### src/rtl/imu_sensor_report_parser_unit_assert.svh
// Assertion macros shared by the parser RTL.
`ifndef IMU_SENSOR_REPORT_PARSER_UNIT_ASSERT_SVH
`define IMU_SENSOR_REPORT_PARSER_UNIT_ASSERT_SVH

// Checked only outside reset.
`define ISRP_ASSERT(lbl, prop, msg) \
  lbl: assert property (@(posedge clk) disable iff (!rst_n) prop) else $error(msg);

// Checked during reset as well.
`define ISRP_ASSERT_RST(lbl, prop, msg) \
  lbl: assert property (@(posedge clk) prop) else $error(msg);

`endif

### src/rtl/isrp_pkg.sv
// Types, report codes and decode functions of the sensor report parser.
package isrp_pkg;

  localparam logic [7:0] RID_TS_BASE  = 8'hFB;
  localparam logic [7:0] RID_TS_DELTA = 8'hFA;
  localparam logic [7:0] RID_FLUSH    = 8'hEF;
  localparam logic [7:0] RID_ACCEL    = 8'h01;
  localparam logic [7:0] RID_GYRO     = 8'h02;
  localparam logic [7:0] RID_MAG      = 8'h03;
  localparam logic [7:0] RID_ROT      = 8'h05;

  localparam logic [2:0] KIND_ACCEL = 3'd0;
  localparam logic [2:0] KIND_GYRO  = 3'd1;
  localparam logic [2:0] KIND_MAG   = 3'd2;
  localparam logic [2:0] KIND_ROT   = 3'd3;
  localparam logic [2:0] KIND_BAD   = 3'd4;

  localparam logic [3:0] FRAC_ACCEL = 4'd8;
  localparam logic [3:0] FRAC_GYRO  = 4'd9;
  localparam logic [3:0] FRAC_MAG   = 4'd4;
  localparam logic [3:0] FRAC_ROT   = 4'd14;

  localparam logic [7:0] CHANNEL_RESET = 8'd3;

  typedef struct packed {
    logic [7:0] rx_byte;
    logic       packet_start;
  } in_item_t;

  typedef struct packed {
    logic        valid;
    logic [2:0]  report_kind;
    logic [15:0] x_value;
    logic [15:0] y_value;
    logic [15:0] z_value;
    logic [15:0] w_value;
    logic [3:0]  frac_bits;
  } result_t;

  // Report length in bytes, zero for an unknown id.
  function automatic logic [3:0] report_span(input logic [7:0] id);
    logic [3:0] s;
    begin
      case (id)
        RID_TS_BASE, RID_TS_DELTA: s = 4'd5;
        RID_FLUSH:                 s = 4'd2;
        RID_ACCEL, RID_GYRO, RID_MAG: s = 4'd10;
        RID_ROT:                   s = 4'd14;
        default:                   s = 4'd0;
      endcase
      return s;
    end
  endfunction

endpackage

### src/rtl/isrp_in_reg.sv
// Input register: holds one accepted byte until the parse stage takes it.
module isrp_in_reg (
  input  logic              clk,
  input  logic              rst_n,
  input  logic              in_valid,
  output logic              in_ready,
  input  isrp_pkg::in_item_t in_item,
  input  logic              advance,
  output logic              item_valid,
  output isrp_pkg::in_item_t item
);

  logic               valid_r;
  isrp_pkg::in_item_t item_r;

  assign in_ready   = !valid_r || advance;
  assign item_valid = valid_r;
  assign item       = item_r;

  always_ff @(posedge clk) begin
    if (!rst_n) begin
      valid_r <= 1'b0;
    end else if (in_ready) begin
      valid_r <= in_valid;
    end
  end

  always_ff @(posedge clk) begin
    if (in_ready && in_valid) begin
      item_r <= in_item;
    end
  end

endmodule

### src/rtl/isrp_parse_core.sv
// Packet header and report parser state with per-byte next-state logic.
module isrp_parse_core #(
  parameter int MAX_PACKET_BYTES = 512
) (
  input  logic               clk,
  input  logic               rst_n,
  input  logic               go,
  input  isrp_pkg::in_item_t item,
  input  logic [7:0]         report_channel,
  output isrp_pkg::result_t  result
);

  localparam int PW = $clog2(MAX_PACKET_BYTES + 1);
  localparam logic [14:0] MaxLen = 15'(MAX_PACKET_BYTES);
  localparam logic [PW-1:0] PosOne   = PW'(1);
  localparam logic [PW-1:0] PosTwo   = PW'(2);
  localparam logic [PW-1:0] HdrBytes = PW'(4);

  typedef enum logic [1:0] {MODE_IDLE, MODE_HEADER, MODE_PAYLOAD} mode_t;

  mode_t          mode_r, mode_nxt, mode_v;
  logic [PW-1:0]  pos_r, pos_nxt, pos_v, pos_inc;
  logic [PW-1:0]  len_r, len_nxt;
  logic [7:0]     chan_r, chan_nxt;
  logic [7:0]     rid_r, rid_nxt, rid_v;
  logic [3:0]     off_r, off_nxt, off_v, span_v;
  logic [7:0]     low_r, low_nxt;
  logic [15:0]    axis_r [4];
  logic [15:0]    axis_nxt [4];
  logic [14:0]    len15;
  logic [1:0]     axis_idx;
  logic [7:0]     b;

  assign b = item.rx_byte;

  always_comb begin
    mode_v   = item.packet_start ? MODE_HEADER : mode_r;
    pos_v    = item.packet_start ? '0 : pos_r;
    off_v    = item.packet_start ? 4'd0 : off_r;
    pos_inc  = pos_v + PosOne;
    len15    = {b[6:0], low_r};
    rid_v    = (off_v == 4'd0) ? b : rid_r;
    span_v   = isrp_pkg::report_span(rid_v);
    axis_idx = 2'(off_v[3:1] - 3'd2);

    mode_nxt = mode_v;
    pos_nxt  = pos_v;
    off_nxt  = off_v;
    len_nxt  = len_r;
    chan_nxt = chan_r;
    rid_nxt  = rid_r;
    low_nxt  = low_r;
    for (int i = 0; i < 4; i++) axis_nxt[i] = axis_r[i];
    result   = '0;

    case (mode_v)
      MODE_HEADER: begin
        pos_nxt = pos_inc;
        if (pos_v == '0) begin
          low_nxt = b;
        end else if (pos_v == PosOne) begin
          len_nxt = PW'(len15);
          if (len15 < 15'd4 || len15 > MaxLen) begin
            mode_nxt           = MODE_IDLE;
            result.valid       = 1'b1;
            result.report_kind = isrp_pkg::KIND_BAD;
          end
        end else if (pos_v == PosTwo) begin
          chan_nxt = b;
        end else if (chan_r != report_channel || len_r <= HdrBytes) begin
          mode_nxt = MODE_IDLE;
        end else begin
          mode_nxt = MODE_PAYLOAD;
          off_nxt  = 4'd0;
        end
      end
      MODE_PAYLOAD: begin
        pos_nxt = pos_inc;
        if (span_v == 4'd0) begin
          // unknown id at a report boundary ends the packet
          mode_nxt = MODE_IDLE;
        end else begin
          rid_nxt = rid_v;
          if (span_v >= 4'd10 && off_v >= 4'd4 && off_v <= 4'd11) begin
            if (!off_v[0]) begin
              low_nxt = b;
            end else begin
              axis_nxt[axis_idx] = {b, low_r};
            end
          end
          if ({1'b0, off_v} + 5'd1 >= {1'b0, span_v}) begin
            off_nxt          = 4'd0;
            result.x_value   = axis_nxt[0];
            result.y_value   = axis_nxt[1];
            result.z_value   = axis_nxt[2];
            case (rid_v)
              isrp_pkg::RID_ACCEL: begin
                result.valid       = 1'b1;
                result.report_kind = isrp_pkg::KIND_ACCEL;
                result.frac_bits   = isrp_pkg::FRAC_ACCEL;
              end
              isrp_pkg::RID_GYRO: begin
                result.valid       = 1'b1;
                result.report_kind = isrp_pkg::KIND_GYRO;
                result.frac_bits   = isrp_pkg::FRAC_GYRO;
              end
              isrp_pkg::RID_MAG: begin
                result.valid       = 1'b1;
                result.report_kind = isrp_pkg::KIND_MAG;
                result.frac_bits   = isrp_pkg::FRAC_MAG;
              end
              isrp_pkg::RID_ROT: begin
                result.valid       = 1'b1;
                result.report_kind = isrp_pkg::KIND_ROT;
                result.w_value     = axis_nxt[3];
                result.frac_bits   = isrp_pkg::FRAC_ROT;
              end
              default: begin
                result.valid = 1'b0;
              end
            endcase
          end else begin
            off_nxt = off_v + 4'd1;
          end
        end
        if (pos_inc >= len_r) begin
          mode_nxt = MODE_IDLE;
        end
      end
      default: begin
        mode_nxt = MODE_IDLE;
      end
    endcase
  end

  always_ff @(posedge clk) begin
    if (!rst_n) begin
      mode_r <= MODE_IDLE;
      pos_r  <= '0;
      len_r  <= '0;
      chan_r <= '0;
      rid_r  <= '0;
      off_r  <= '0;
      low_r  <= '0;
      for (int i = 0; i < 4; i++) axis_r[i] <= '0;
    end else if (go) begin
      mode_r <= mode_nxt;
      pos_r  <= pos_nxt;
      len_r  <= len_nxt;
      chan_r <= chan_nxt;
      rid_r  <= rid_nxt;
      off_r  <= off_nxt;
      low_r  <= low_nxt;
      for (int i = 0; i < 4; i++) axis_r[i] <= axis_nxt[i];
    end
  end

endmodule

### src/rtl/imu_sensor_report_parser_unit.sv
// Top level of the sensor-hub input report parser.
//
// Usage: packet bytes enter on the in_ stream, one item per byte; in_tuser is
// high on the first header byte of each packet. Header: 15-bit little-endian
// length (continuation bit masked), channel, sequence. Packets on the channel
// held in the cfg_ register (reset 3) are walked as a chain of reports.
// Accel, gyro, magnetometer and rotation-vector reports each give one item on
// the out_ stream with raw fixed-point values; a length under 4 or above
// MAX_PACKET_BYTES gives one bad-header item.
// The parse logic sits between the input register and the output register;
// an item waits in the input register while the output register stalls.
// Throughput: one byte per cycle while the output register is free or drains.
// Stalls: the output register holds a result until out_tready; the input
// register keeps taking bytes while the output register is free or drains,
// so in_tready drops only when a result is waiting and a byte is held.
// Reset: synchronous, active low; parser idle, no result pending, channel 3.
// Configuration must be written only while no item is in flight; unenforced.
module imu_sensor_report_parser_unit #(
  parameter int MAX_PACKET_BYTES = 512
) (
  input  logic        clk,
  input  logic        rst_n,
  input  logic        in_tvalid,
  output logic        in_tready,
  input  logic [7:0]  in_tdata,   // [7:0] rx_byte
  input  logic        in_tuser,   // [0] packet_start
  output logic        out_tvalid,
  input  logic        out_tready,
  output logic [71:0] out_tdata,  // [15:0] x, [31:16] y, [47:32] z, [63:48] w,
                                  // [67:64] frac_bits, [71:68] zero
  output logic [2:0]  out_tuser,  // [2:0] report_kind
  input  logic        cfg_wr_en,
  input  logic [7:0]  cfg_wr_data // [7:0] report_channel
);

  logic               advance, item_valid, go;
  isrp_pkg::in_item_t in_item, item;
  isrp_pkg::result_t  result;
  logic [7:0]         channel_r;
  logic               out_valid_r;
  isrp_pkg::result_t  out_r;
  logic               out_bad, out_not_rot;

  assign in_item.rx_byte      = in_tdata;
  assign in_item.packet_start = in_tuser;

  assign advance = !out_valid_r || out_tready;
  assign go      = item_valid && advance;

  isrp_in_reg u_in_reg (
    .clk        (clk),
    .rst_n      (rst_n),
    .in_valid   (in_tvalid),
    .in_ready   (in_tready),
    .in_item    (in_item),
    .advance    (advance),
    .item_valid (item_valid),
    .item       (item)
  );

  isrp_parse_core #(
    .MAX_PACKET_BYTES (MAX_PACKET_BYTES)
  ) u_parse (
    .clk            (clk),
    .rst_n          (rst_n),
    .go             (go),
    .item           (item),
    .report_channel (channel_r),
    .result         (result)
  );

  always_ff @(posedge clk) begin
    if (!rst_n) begin
      channel_r <= isrp_pkg::CHANNEL_RESET;
    end else if (cfg_wr_en) begin
      channel_r <= cfg_wr_data;
    end
  end

  always_ff @(posedge clk) begin
    if (!rst_n) begin
      out_valid_r <= 1'b0;
    end else if (advance) begin
      out_valid_r <= go && result.valid;
    end
  end

  always_ff @(posedge clk) begin
    if (advance && go && result.valid) begin
      out_r <= result;
    end
  end

  assign out_tvalid = out_valid_r;
  assign out_tuser  = out_r.report_kind;
  assign out_tdata  = {4'd0, out_r.frac_bits, out_r.w_value, out_r.z_value,
                       out_r.y_value, out_r.x_value};

  assign out_bad     = out_tvalid && out_tuser == isrp_pkg::KIND_BAD;
  assign out_not_rot = out_tvalid && out_tuser != isrp_pkg::KIND_ROT;

`include "imu_sensor_report_parser_unit_assert.svh"

  `ISRP_ASSERT_RST(a_no_out_after_reset, !rst_n |=> !out_tvalid, "result valid after reset")
  `ISRP_ASSERT(a_bad_hdr_zero, out_bad |-> out_tdata == '0, "bad header carries data")
  `ISRP_ASSERT(a_w_only_rot, out_not_rot |-> out_tdata[63:48] == '0, "w set on non-quaternion")
  `ISRP_ASSERT(a_stall_cause, !in_tready |-> out_tvalid && !out_tready, "stall without cause")

endmodule

### config.mk
export PLATFORM = sky130hd
export DESIGN_NAME = imu_sensor_report_parser_unit
export DESIGN_NICKNAME = d
export VERILOG_FILES = /design/src/rtl/isrp_pkg.sv /design/src/rtl/isrp_in_reg.sv /design/src/rtl/isrp_parse_core.sv /design/src/rtl/imu_sensor_report_parser_unit.sv
export VERILOG_INCLUDE_DIRS = /design/src /design/src/rtl
export SDC_FILE = /design/constraint.sdc
export NUM_CORES = 1
export LEC_CHECK = 0
export CAP_MARGIN = 20
export CORE_AREA = 2 2 129 256
export DETAILED_ROUTE_END_ITERATION = 6
export DIE_AREA = 0 0 131 258
export DONT_BUFFER_PORTS = 1
export PLACE_DENSITY_LB_ADDON = 0.05
export SYNTH_ARGS = -nofsm -noshare
export SYNTH_HDL_FRONTEND = slang
export SYNTH_HIERARCHICAL = 1
export SYNTH_SLANG_ARGS = --single-unit
export TNS_END_PERCENT = 100
### constraint.sdc
create_clock -name clk -period 7.6 [get_ports clk]
set_input_delay 1.52 -clock clk [delete_from_list [all_inputs] [get_ports clk]]
set_output_delay 1.52 -clock clk [all_outputs]
set_load 0.005 [all_outputs]
* Yosys cells after proc, flatten, opt, wreduce, memory -nomap -nowiden *
Memory sizes are Yosys's and may differ from the RTL's.
Index checks and enable logic that the tools add are counted.

operators by class
  add/sub/neg operators = 4
  order comparisons = 10
  eq/ne operators = 16
  multiplexer cells = 51
  bitwise gates (word level) = 11
  reduce and logical (&&, ||, !) cells = 28

operators by type and width
  operator                 number
  $mux W64                 4
  $mux W72                 2
  $mux W16                 6
  $bwmux W64               1
  $mux W4                  10
  $mux W8                  5
  $demux W16 S2            1
  $pmux W4 S4              2
  $eq A8 B8 Y1 const B     3
  $mux W10                 2
  $eq A8 B2 Y1 const B     2
  $mux W2                  8
  $pmux W4 S2              2
  $pmux W8 S2              1
  $gt A15 B10 Y1 const B   1
  $lt A15 B3 Y1 const B    1
  $add A10 B1 Y10 const B  1
  $eq A10 B1 Y1 const B    1
  $eq A10 B2 Y1 const B    1
  $ge A10 B10 Y1           1
  $le A10 B3 Y1 const B    1
  $logic_not A10 Y1        1
  $eq A8 B1 Y1 const B     1
  $eq A8 B3 Y1 const B     1
  other kinds (32)         61

storage, ports and cells
  bits in registers = 140
  RAM bits = 64
  input bits = 22
  output and inout bits = 77
  memories = 1

memories
  memory          words  bits a word  read ports  clocked after Yosys merged registers in  wr ports  RTL line               text
  u_parse.axis_r  4      16           4           0                                        4         isrp_parse_core.sv:28  logic [15:0] axis_r [4];

* Depth between registers and ports, before layout *
Gate-level depths: netlist of the first run.

  depth in word-level cells = 15
  mapped depth = 16
  gate-level depth less buffers = 15

* By module *
Netlist of the first run, hierarchy kept.

by module, submodules not included
  module                         instances  cells an instance  area an instance (µm²)
  isrp_parse_core                1          692                6577.6
  imu_sensor_report_parser_unit  1          107                2512.4
  isrp_in_reg                    1          14                 327.8

* Least setup slack after synthesis of the first run *
OpenSTA, ideal clock, no wires.

  path kind = register to register
  from = register u_parse.off_r[0]
  to = register out_r (netlist bit out_tdata[0]) (enable)
  setup time = 0.509 ns
  data arrival time = 6.207 ns
  data required time = 7.091 ns
  slack = 0.884 ns
  stages on the path, launching flop included = 15
  path buffers = 0
  period minus slack after synthesis = 6.716 ns
  cells stage by stage = dfxtp_1 > nor2b_1 > clkinv_1 > ha_1 > inv_1 > nor2_1 > mux2i_1 > and2_1 > a21oi_1 > ha_1 > a21o_1 > a211o_1 > a41o_1 > nand2_1 > nor2b_1

RTL lines
  what                    RTL line                             text
  from (decl)             isrp_parse_core.sv:26                logic [3:0] off_r, off_nxt, off_v, span_v;
  from (signal assigned)  isrp_parse_core.sv:152               off_r <= off_nxt;
  to (signal assigned)    imu_sensor_report_parser_unit.sv:90  out_r <= result;
  to (decl)               imu_sensor_report_parser_unit.sv:41  isrp_pkg::result_t out_r;

==> results_dict.tcl, run 1 <==
set metrics [dict create \
    drt_iter0_markers 277 \
    p_sw_share_pct 22.4 \
    leakage_uw 0.00356 \
    portBuffers 0 \
    cts_root_buf "clkbuf_16" \
    p_comb_share_pct 3.4 \
    arrival_ns 5.41 \
    post-cts-setup-buffer-count 0 \
    areaGrowthSynthToFinish_pct 11.7 \
    grt_start_max_net_pins 70 \
    relSlewSlack_pct 25.8 \
    fin_crit_sh_pct 69.3 \
    drive_gt1_share_pct 7.68 \
    hold_class "flop to flop" \
    die_h_um 258 \
    clkPwrFrac_pct 44.9 \
    cts_tree "done" \
    final_max_slew_viol_count 0 \
    antenna_found_initial 1 \
    finalSetupTns_ns 0 \
    p_seq_share_pct 51.7 \
    initial_core_util_pct 29.4 \
    setup_viol 0 \
    netlist_instances 813 \
    avgViaCountPerCell 4.89 \
    first_pass_iters 4 \
    yosysUniqueCellTypes 66 \
    fin_nets 850 \
    internal-power_uw 1840 \
    die_w_um 131 \
    die_area_um2 33800 \
    synth_top_area_share_pct 45.9 \
    synth_area_um2 9420 \
    period_needed_ns 5.27 \
    wl_per_cell_um 21.3 \
    drtAntennaViolNets 0 \
    h-tree-depth 1 \
    rows 93 \
    cts-resized-gates 0 \
    crit_start "u_in_reg/item[0]" \
    clkLatencyLatePin_ns 0.52 \
    io_pins 99 \
    synth_top_area_cell "edfxtp_1" \
    ys_top_cells_by_count "nor2_1, edfxtp_1, mux2i_1" \
    cts_hold_buf 0 \
    path_clk_slew_ns 0.07 \
    clk_path_buf_depth 3 \
    core_area_um2 32000 \
    yosys_warnings 6 \
    max_freq_mhz 190 \
    final_cells 1247 \
    clkSinkCount 204 \
    p_per_area_nw_per_um2 226 \
    rsz0062_at_grt "false" \
    grt_pass1_vias 6400 \
    ir_drop_mv 0.136 \
    gp_congestion 0.791 \
    required_ns 7.74 \
    outcome "finished, final reports clean" \
    vias 6103 \
    antenna_cells 0 \
    finClkSkew_ns 0.00903 \
    finalHoldViolCount 0 \
    crit_path_end_kind "flop" \
    total_power_uw 2380 \
    synth_most_common_cell "nor2_1" \
    cp_max_fo 69 \
    crit_chain "buf_4, nor2b_1, clkinv_1, ha_1, inv_1, nor2_1, mux2i_1, and2_1, a21oi_1, ha_1, a21o_1, a211o_1, a41o_1, nand2_1, nor2b_4, buf_4" \
    grt-ovfl-total 0 \
    ys_seq_area_share_pct 58.7 \
    synth-async-reset-ratio_pct 0 \
    switching_power_uw 533 \
    dp.cells 1210 \
    worst_pin_slew_ns 1.11 \
    gr-usage-all-layers_pct 16.0 \
    path_class "flop to flop" \
    route.detailed.drc 0 \
    start_kind "flop" \
    synth_flop_cell "edfxtp_1" \
    r2r_start "u_in_reg/item[0]" \
    cts_buffers 21 \
    fillCellCount 3237 \
    synth_edf_count 144 \
    hp-start "u_parse/mode_r[0]" \
    synth.avg_cell_area_um2 11.6 \
    synthTopCellsByArea "edfxtp_1, dfxtp_1, mux2i_1" \
    ys_seq_elements 204 \
    wl_mm 26.6 \
    maxCapViolCount 0 \
    place_hpwl_mm 18.0 \
    slowest_stage "buf_4" \
    grt_pass1_wl_mm 40.4 \
    cpPeakStageDelay_ns 0.72 \
]
sequential cells by signal (all words and copies together), names as in the netlist:
signal	count
u_parse/chan_r	8
u_parse/axis_r	64
u_parse/off_r	4
out_tdata	68
u_in_reg/item_valid	1
channel_r	8
u_parse/pos_r	10
u_parse/mode_r	2
u_parse/len_r	10
u_parse/rid_r	8
out_tuser	3
out_tvalid	1
u_parse/low_r	8
u_in_reg/item	9
worst max-delay path, delay by kind of cell (launching register included):
family / cells / cell delay (ns)
simple gates: 5 / 1.35
buf+inv: 4 / 1.34
compound gates: 4 / 0.68
fa+ha+maj: 2 / 0.59
mux: 1 / 0.54
flops: 1 / 0.32
per-layer routing:
layer / up-vias / GRT usage, % / part of all wire (%)
li1: 2912 / - / -
met5: - / 0 / 0.026
met1: 3015 / 17.9 / 38
met4: 2 / 6.09 / 3.6
met2: 120 / 29.5 / 54
met3: 54 / 2.53 / 4.0
path summary, 6_finish.rpt:
path / end / slack, ns / depth (start not counted)
setup / recovery: out_tdata[38] / 2.33 / 16
hold / removal: u_parse/mode_r[0] / 0.47 / 2
setup reg to reg: out_tdata[38] / 2.33 / 16
hold reg to reg: u_parse/mode_r[0] / 0.47 / 2
power by group through the flow:
stage	Clock (µW)	Sequential [µW]	Combinational, µW
final	1070	1230	80.4
after global routing	1140	1230	89.7
after CTS	1100	1230	81.8
after detailed placement	0	1250	81.5
after global placement	0	1250	80.6
after floorplan	0	1240	64.6
layout by cell type, fill, tap and decap left out, types with 19 or more instances in the layout:
| master | netlist | routed |
|---|---|---|
| clkbuf_16 | 0 | 21 |
| dfxtp_1 | 60 | 60 |
| edfxtp_1 | 144 | 144 |
| nor2_1 | 179 | 179 |
| mux2i_1 | 96 | 96 |
| nand2_1 | 24 | 22 |
| ha_1 | 22 | 22 |
| o21ai_0 | 19 | 19 |
| inv_1 | 23 | 23 |
| a21oi_1 | 21 | 21 |
cell families after synthesis:
logic type / after synthesis / share of synthesized area, %
mux: 98 / 10.4
fa+ha+maj: 22 / 2.92
xor+xnor: 19 / 1.77
flops: 204 / 58.7
simple gates: 297 / 14.6
buf+inv: 69 / 3.47
other cells: 1 / 0.0398
compound gates: 103 / 8.09
area by class of cell:
| cell class | count | area (µm²) | share of cell area, % |
|---|---|---|---|
| Tap cell | 427 | 534 | 5.08 |
| Timing Repair Buffer | 10 | 71.3 | 0.678 |
| Multi-Input combinational cell | 543 | 3600 | 34.3 |
| Clock inverter | 14 | 153 | 1.45 |
| Clock buffer | 23 | 533 | 5.07 |
| Inverter | 26 | 97.6 | 0.928 |
| Sequential cell | 204 | 5530 | 52.5 |
metrics by stage:
| step | hold WS (ns) | util [%] | cell area [µm²] | setup WS, ns |
|---|---|---|---|---|
| after global placement | 0.457 | 30.7 | 9830 | 2.42 |
| after global routing | 0.503 | 32.9 | 10500 | 1.82 |
| after detailed placement | 0.461 | 30.7 | 9830 | 2.30 |
| after floorplan | 0.435 | - | 9430 | 0.884 |
| final | 0.469 | 32.9 | 10500 | 2.33 |
| after CTS | 0.471 | 32.9 | 10500 | 2.26 |
(Power assumes the default switching activity.)
==> inputs of run 2 (changes only) <==
==> constraint.sdc (replaced) <==
create_clock -name clk -period 4.4 [get_ports clk]
set_input_delay 0.88 -clock clk [delete_from_list [all_inputs] [get_ports clk]]
set_output_delay 0.88 -clock clk [all_outputs]
set_load 0.005 [all_outputs]
==> run 2 against run 1 <==
  * Sequential cell count unchanged
  * Total power up 75%
  * Global-route usage up 0.44 points
  * Maximum frequency up 26%
  * Non-clock buffer count increased by 19
  * Via count up 1.3%
  * Routed wire length increased by 3.7%
  * Highest routed layer unchanged
==> results_dict.tcl, run 2 (synthesis gave the netlist of run 1 again) <==
set metrics [dict create \
    largest_reg_flops 68 \
    period_needed_ns 4.17 \
    route.detailed.drc 0 \
    arrival_ns 4.38 \
    initial_core_util_pct 29.4 \
    grt-ovfl-total 0 \
    final_cell_mix "nor2_1, edfxtp_1, mux2i_1" \
    wl_mm 27.6 \
    wl_per_cell_um 21.8 \
    clkLatencyLatePin_ns 0.53 \
    gr-usage-all-layers_pct 16.4 \
    drt_iter0_markers 297 \
    core_area_um2 32000 \
    setup_viol 0 \
    relSlewSlack_pct 46.7 \
    die_h_um 258 \
    cts_hold_buf 0 \
    drtAntennaViolNets 0 \
    finClkSkew_ns 0.0278 \
    start_kind "flop" \
    fin_crit_sh_pct 94.9 \
    busiest_layer "met2" \
    hold_slack_ns 0.421 \
    drive_gt1_share_pct 10.5 \
    grt_pass1_vias 6617 \
    antenna_cells 0 \
    met1_usage_pct 17.8 \
    finalHoldViolCount 0 \
    path_class "flop to flop" \
    final_cells 1267 \
    grt_start_max_net_pins 65 \
    gp_congestion 0.838 \
    rsz0062_at_grt "false" \
    vias 6185 \
    p_per_area_nw_per_um2 387 \
    outcome "finished, final reports clean" \
    areaGrowthSynthToFinish_pct 13.9 \
    clkSinkCount 204 \
    use_met3_pct 3.21 \
    worst_pin_slew_ns 0.800 \
    cp_max_fo 39 \
    rows 93 \
    leakage_uw 0.00367 \
    first_pass_iters 4 \
    crit_path_end_kind "flop" \
    die_w_um 131 \
    antenna_found_initial 1 \
    fin_nets 870 \
    mostFrequentLayoutCell "nor2_1" \
    total_power_uw 4150 \
    finalSetupTns_ns 0 \
    ir_drop_mv 0.315 \
    cts_root_buf "clkbuf_16" \
    path_clk_slew_ns 0.06 \
    clk_path_buf_depth 3 \
    final_max_slew_viol_count 0 \
    dp.cells 1229 \
    avgViaCountPerCell 4.88 \
    cts_buffers 22 \
    h-tree-depth 1 \
    final_util_pct 33.5 \
    use_met2_pct 30.0 \
    maxCapViolCount 0 \
    die_area_um2 33800 \
    cts_tree "done" \
    portBuffers 0 \
    post-cts-setup-buffer-count 0 \
    grt_pass1_wl_mm 41.4 \
    hold_class "input port to flop" \
    io_pins 99 \
    required_ns 4.60 \
    place_hpwl_mm 19.3 \
    max_freq_mhz 240 \
]
-- run 2: changes by cell type in the layout (fill, tap and decap cells not counted), sizes merged --
cell	delta
clkbuf	+2
clkinvlp	+2
bufinv	-1
buf	+19
inv	-2
-- run 2: worst paths after layout --
path                startpoint                end  slack [ns]  depth (start not counted)
max reg2reg   u_in_reg/item[0]      out_tdata[16]        0.23                         15
min reg2reg  u_parse/mode_r[0]  u_parse/mode_r[0]        0.47                          2
max           u_in_reg/item[0]      out_tdata[16]        0.23                         15
min                      rst_n       channel_r[0]        0.42                          1
-- run 2: power by group --
| part | switching (µW) | internal (µW) | total, µW | leakage, µW |
|---|---|---|---|---|
| combinational | 110 | 52.4 | 162 | 0.00160 |
| clock | 806 | 1070 | 1880 | 0.000343 |
| sequential | 28.3 | 2080 | 2110 | 0.00173 |
-- run 2: critical path, cell delays in order (launching register included) --
cell      delay (ns)
edfxtp_1        0.48
nand2b_1        0.19
ha_1            0.31
inv_1           0.16
nor2_4          0.31
mux2i_1         0.28
and3_1          0.24
ha_1            0.24
nand2b_1        0.14
a21o_1          0.17
a21o_1          0.20
a211o_1         0.37
a41o_1          0.27
nand2_1         0.12
nor2b_4         0.05
buf_4           0.29
-- run 2: metal layers --
metal / up-vias / wire length (µm) / share of wire [%]
li1: 2948 / - / -
met1: 3048 / 10500 / 38
met2: 136 / 14600 / 53
met3: 51 / 1290 / 4.7
met4: 2 / 1200 / 4.4
met5: - / 13 / 0.047
-- run 2: timing repair --
item	CTS	global route
resized for setup	0	3
setup endpoints to repair	0	72
hold endpoints to repair	0	0
-- run 2: area by class of cell --
class                   instances  area, µm²
flip-flops and latches        204       5530
fillers                      3221      21300
inverters                      26       97.6
clock buffers                  25        583
multi-input cells             543       3620
repair buffers                 29        243
well taps                     427        534
clock inverters                13        128
-- run 2: stage by stage --
stage / instance area (µm²) / worst slack, ns
global placement: 10000 / 0.255
global route: 10700 / 0.00419
finish: 10700 / 0.226
CTS: 10700 / 0.0791
detailed placement: 10000 / 0.127
floorplan: 9440 / 0.0106
==> inputs of run 3 (changes only) <==
--- a/config.mk
+++ b/config.mk
@@ -11,7 +11,6 @@
 export DETAILED_ROUTE_END_ITERATION = 6
 export DIE_AREA = 0 0 131 258
 export DONT_BUFFER_PORTS = 1
-export PLACE_DENSITY_LB_ADDON = 0.05
 export SYNTH_ARGS = -nofsm -noshare
 export SYNTH_HDL_FRONTEND = slang
 export SYNTH_HIERARCHICAL = 1
==> run 3 against run 2 <==
  * Clock skew is 0.018 ns lower
  * Combinational power is 2% lower
  * Clock power is 6% lower
  * Sequential cell count stayed put
  * Register-to-register slack better by 0.05 ns
  * Worst setup slack better by 0.053 ns
  * Sequential power hardly changed
  * Hold slack better by 0.027 ns
==> results_dict.tcl, run 3 (synthesis gave the netlist of run 1 again) <==
set metrics [dict create \
    final_max_slew_viol_count 0 \
    crit_chain "nor2b_1, clkinv_1, ha_1, nand2_1, mux2_2, and3_1, ha_1, nand2b_1, a21o_1, a21o_1, a211o_1, a41o_1, nand2_1, nor2b_4, clkbuf_16" \
    finalHoldViolCount 0 \
    areaGrowthSynthToFinish_pct 13.4 \
    h-tree-depth 1 \
    grt_pass1_vias 6292 \
    die_h_um 258 \
    setup_viol 0 \
    cpPeakStageDelay_ns 0.51 \
    relSlewSlack_pct 45.1 \
    drive_gt1_share_pct 9.60 \
    route.detailed.drc 0 \
    ir_drop_mv 0.186 \
    cts_tree "done" \
    core_area_um2 32000 \
    finClkSkew_ns 0.0102 \
    post-cts-setup-buffer-count 0 \
    hold_class "input port to flop" \
    gp_congestion 0.866 \
    fillCellCount 3168 \
    initial_core_util_pct 29.4 \
    required_ns 4.63 \
    cts_hold_buf 0 \
    rows 93 \
    outcome "finished, final reports clean" \
    portBuffers 0 \
    path_clk_slew_ns 0.08 \
    grt-ovfl-total 0 \
    place_hpwl_mm 18.3 \
    maxCapViolCount 0 \
    wl_mm 25.5 \
    vias 6129 \
    fin_nets 865 \
    grt_start_max_net_pins 67 \
    drtAntennaViolNets 0 \
    hold_depth 1 \
    period_needed_ns 4.12 \
    fin_crit_sh_pct 93.7 \
    max_freq_mhz 243 \
    slowest_stage "edfxtp_1" \
    clk_path_buf_depth 3 \
    largest_reg_flops 68 \
    final_util_pct 33.4 \
    avgViaCountPerCell 4.86 \
    wl_per_cell_um 20.3 \
    worst_pin_slew_ns 0.814 \
    cp_max_fo 33 \
    leakage_uw 0.00364 \
    finalSetupTns_ns 0 \
    arrival_ns 4.35 \
    drt_iter0_markers 437 \
    path_class "flop to flop" \
    cts-resized-gates 0 \
    cts_buffers 18 \
    die_area_um2 33800 \
    gr-usage-all-layers_pct 15.0 \
    final_cell_mix "nor2_1, edfxtp_1, mux2i_1" \
    start_kind "flop" \
    clkSinkCount 204 \
    io_pins 99 \
    rsz0062_at_grt "false" \
    p_per_area_nw_per_um2 378 \
    mostFrequentLayoutCell "nor2_1" \
    antenna_found_initial 1 \
    grt_pass1_wl_mm 38.1 \
    r2r_cells 15 \
    crit_path_end_kind "flop" \
    cts_root_buf "clkbuf_16" \
    clkLatencyLatePin_ns 0.50 \
    first_pass_iters 4 \
    die_w_um 131 \
]
==> run 3: cell types whose count changed in the layout (fill, tap and decap cells not counted), moves of 2 or more <==
cell	previous run	this run
buf_4	27	24
clkbuf_16	23	20
bufinv_16	2	4
clkinv_2	4	2
==> run 3: final timing paths <==
| check | startpoint | endpoint | slack, ns |
|---|---|---|---|
| max | u_in_reg/item[0] | out_tdata[25] | 0.28 |
| min | rst_n | channel_r[1] | 0.45 |
| max reg2reg | u_in_reg/item[0] | out_tdata[25] | 0.28 |
| min reg2reg | u_parse/mode_r[0] | u_parse/mode_r[0] | 0.46 |
==> run 3: worst max-delay path: cells and delay by family, from the launching register on <==
kind                     cells  cell delay, ns
AND/OR/NAND/NOR              6            1.00
AO/OA/AOI/OAI                4            1.00
adder cells (fa/ha/maj)      2            0.56
flip-flops                   1            0.51
multiplexers                 1            0.38
buffers and inverters        2            0.36
==> run 3: routing by layer <==
| layer | GRT usage, % | part of all wire [%] | routed length [µm] |
|---|---|---|---|
| met5 | 0 | 0 | 0 |
| met4 | 7.86 | 5.3 | 1360 |
| met3 | 3.15 | 5.0 | 1280 |
| met2 | 28.2 | 56 | 14200 |
| met1 | 14.9 | 34 | 8680 |
==> run 3: area by class of cell <==
cell class	instances	area [µm²]	area share, %
sequential	204	5530	51.7
tap	427	534	5.00
multi-input combinational	543	3600	33.7
clock inverter	10	158	1.48
inverter	26	97.6	0.914
timing repair buffer	28	265	2.48
clock buffer	22	497	4.65
antenna	1	2.50	0.0234
==> run 3: where the power goes <==
| group | switching (µW) | internal, µW | leakage (µW) |
|---|---|---|---|
| Sequential | 30.2 | 2080 | 0.00173 |
| Clock | 724 | 1040 | 0.000314 |
| Combinational | 107 | 51.3 | 0.00160 |
==> run 3: through the flow <==
step | hold WS (ns) | area [µm²] | worst slack (ns) | total power, µW | std cells
floorplan | 0.435 | 9440 | 0.0106 | 2250 | 816
global placement | 0.453 | 10000 | 0.303 | 2310 | 1227
detailed placement | 0.458 | 10000 | 0.268 | 2310 | 1227
CTS | 0.431 | 10700 | 0.207 | 4080 | 1259
global route | 0.434 | 10700 | 0.0667 | 4150 | 1261
finish | 0.448 | 10700 | 0.279 | 4040 | 1261
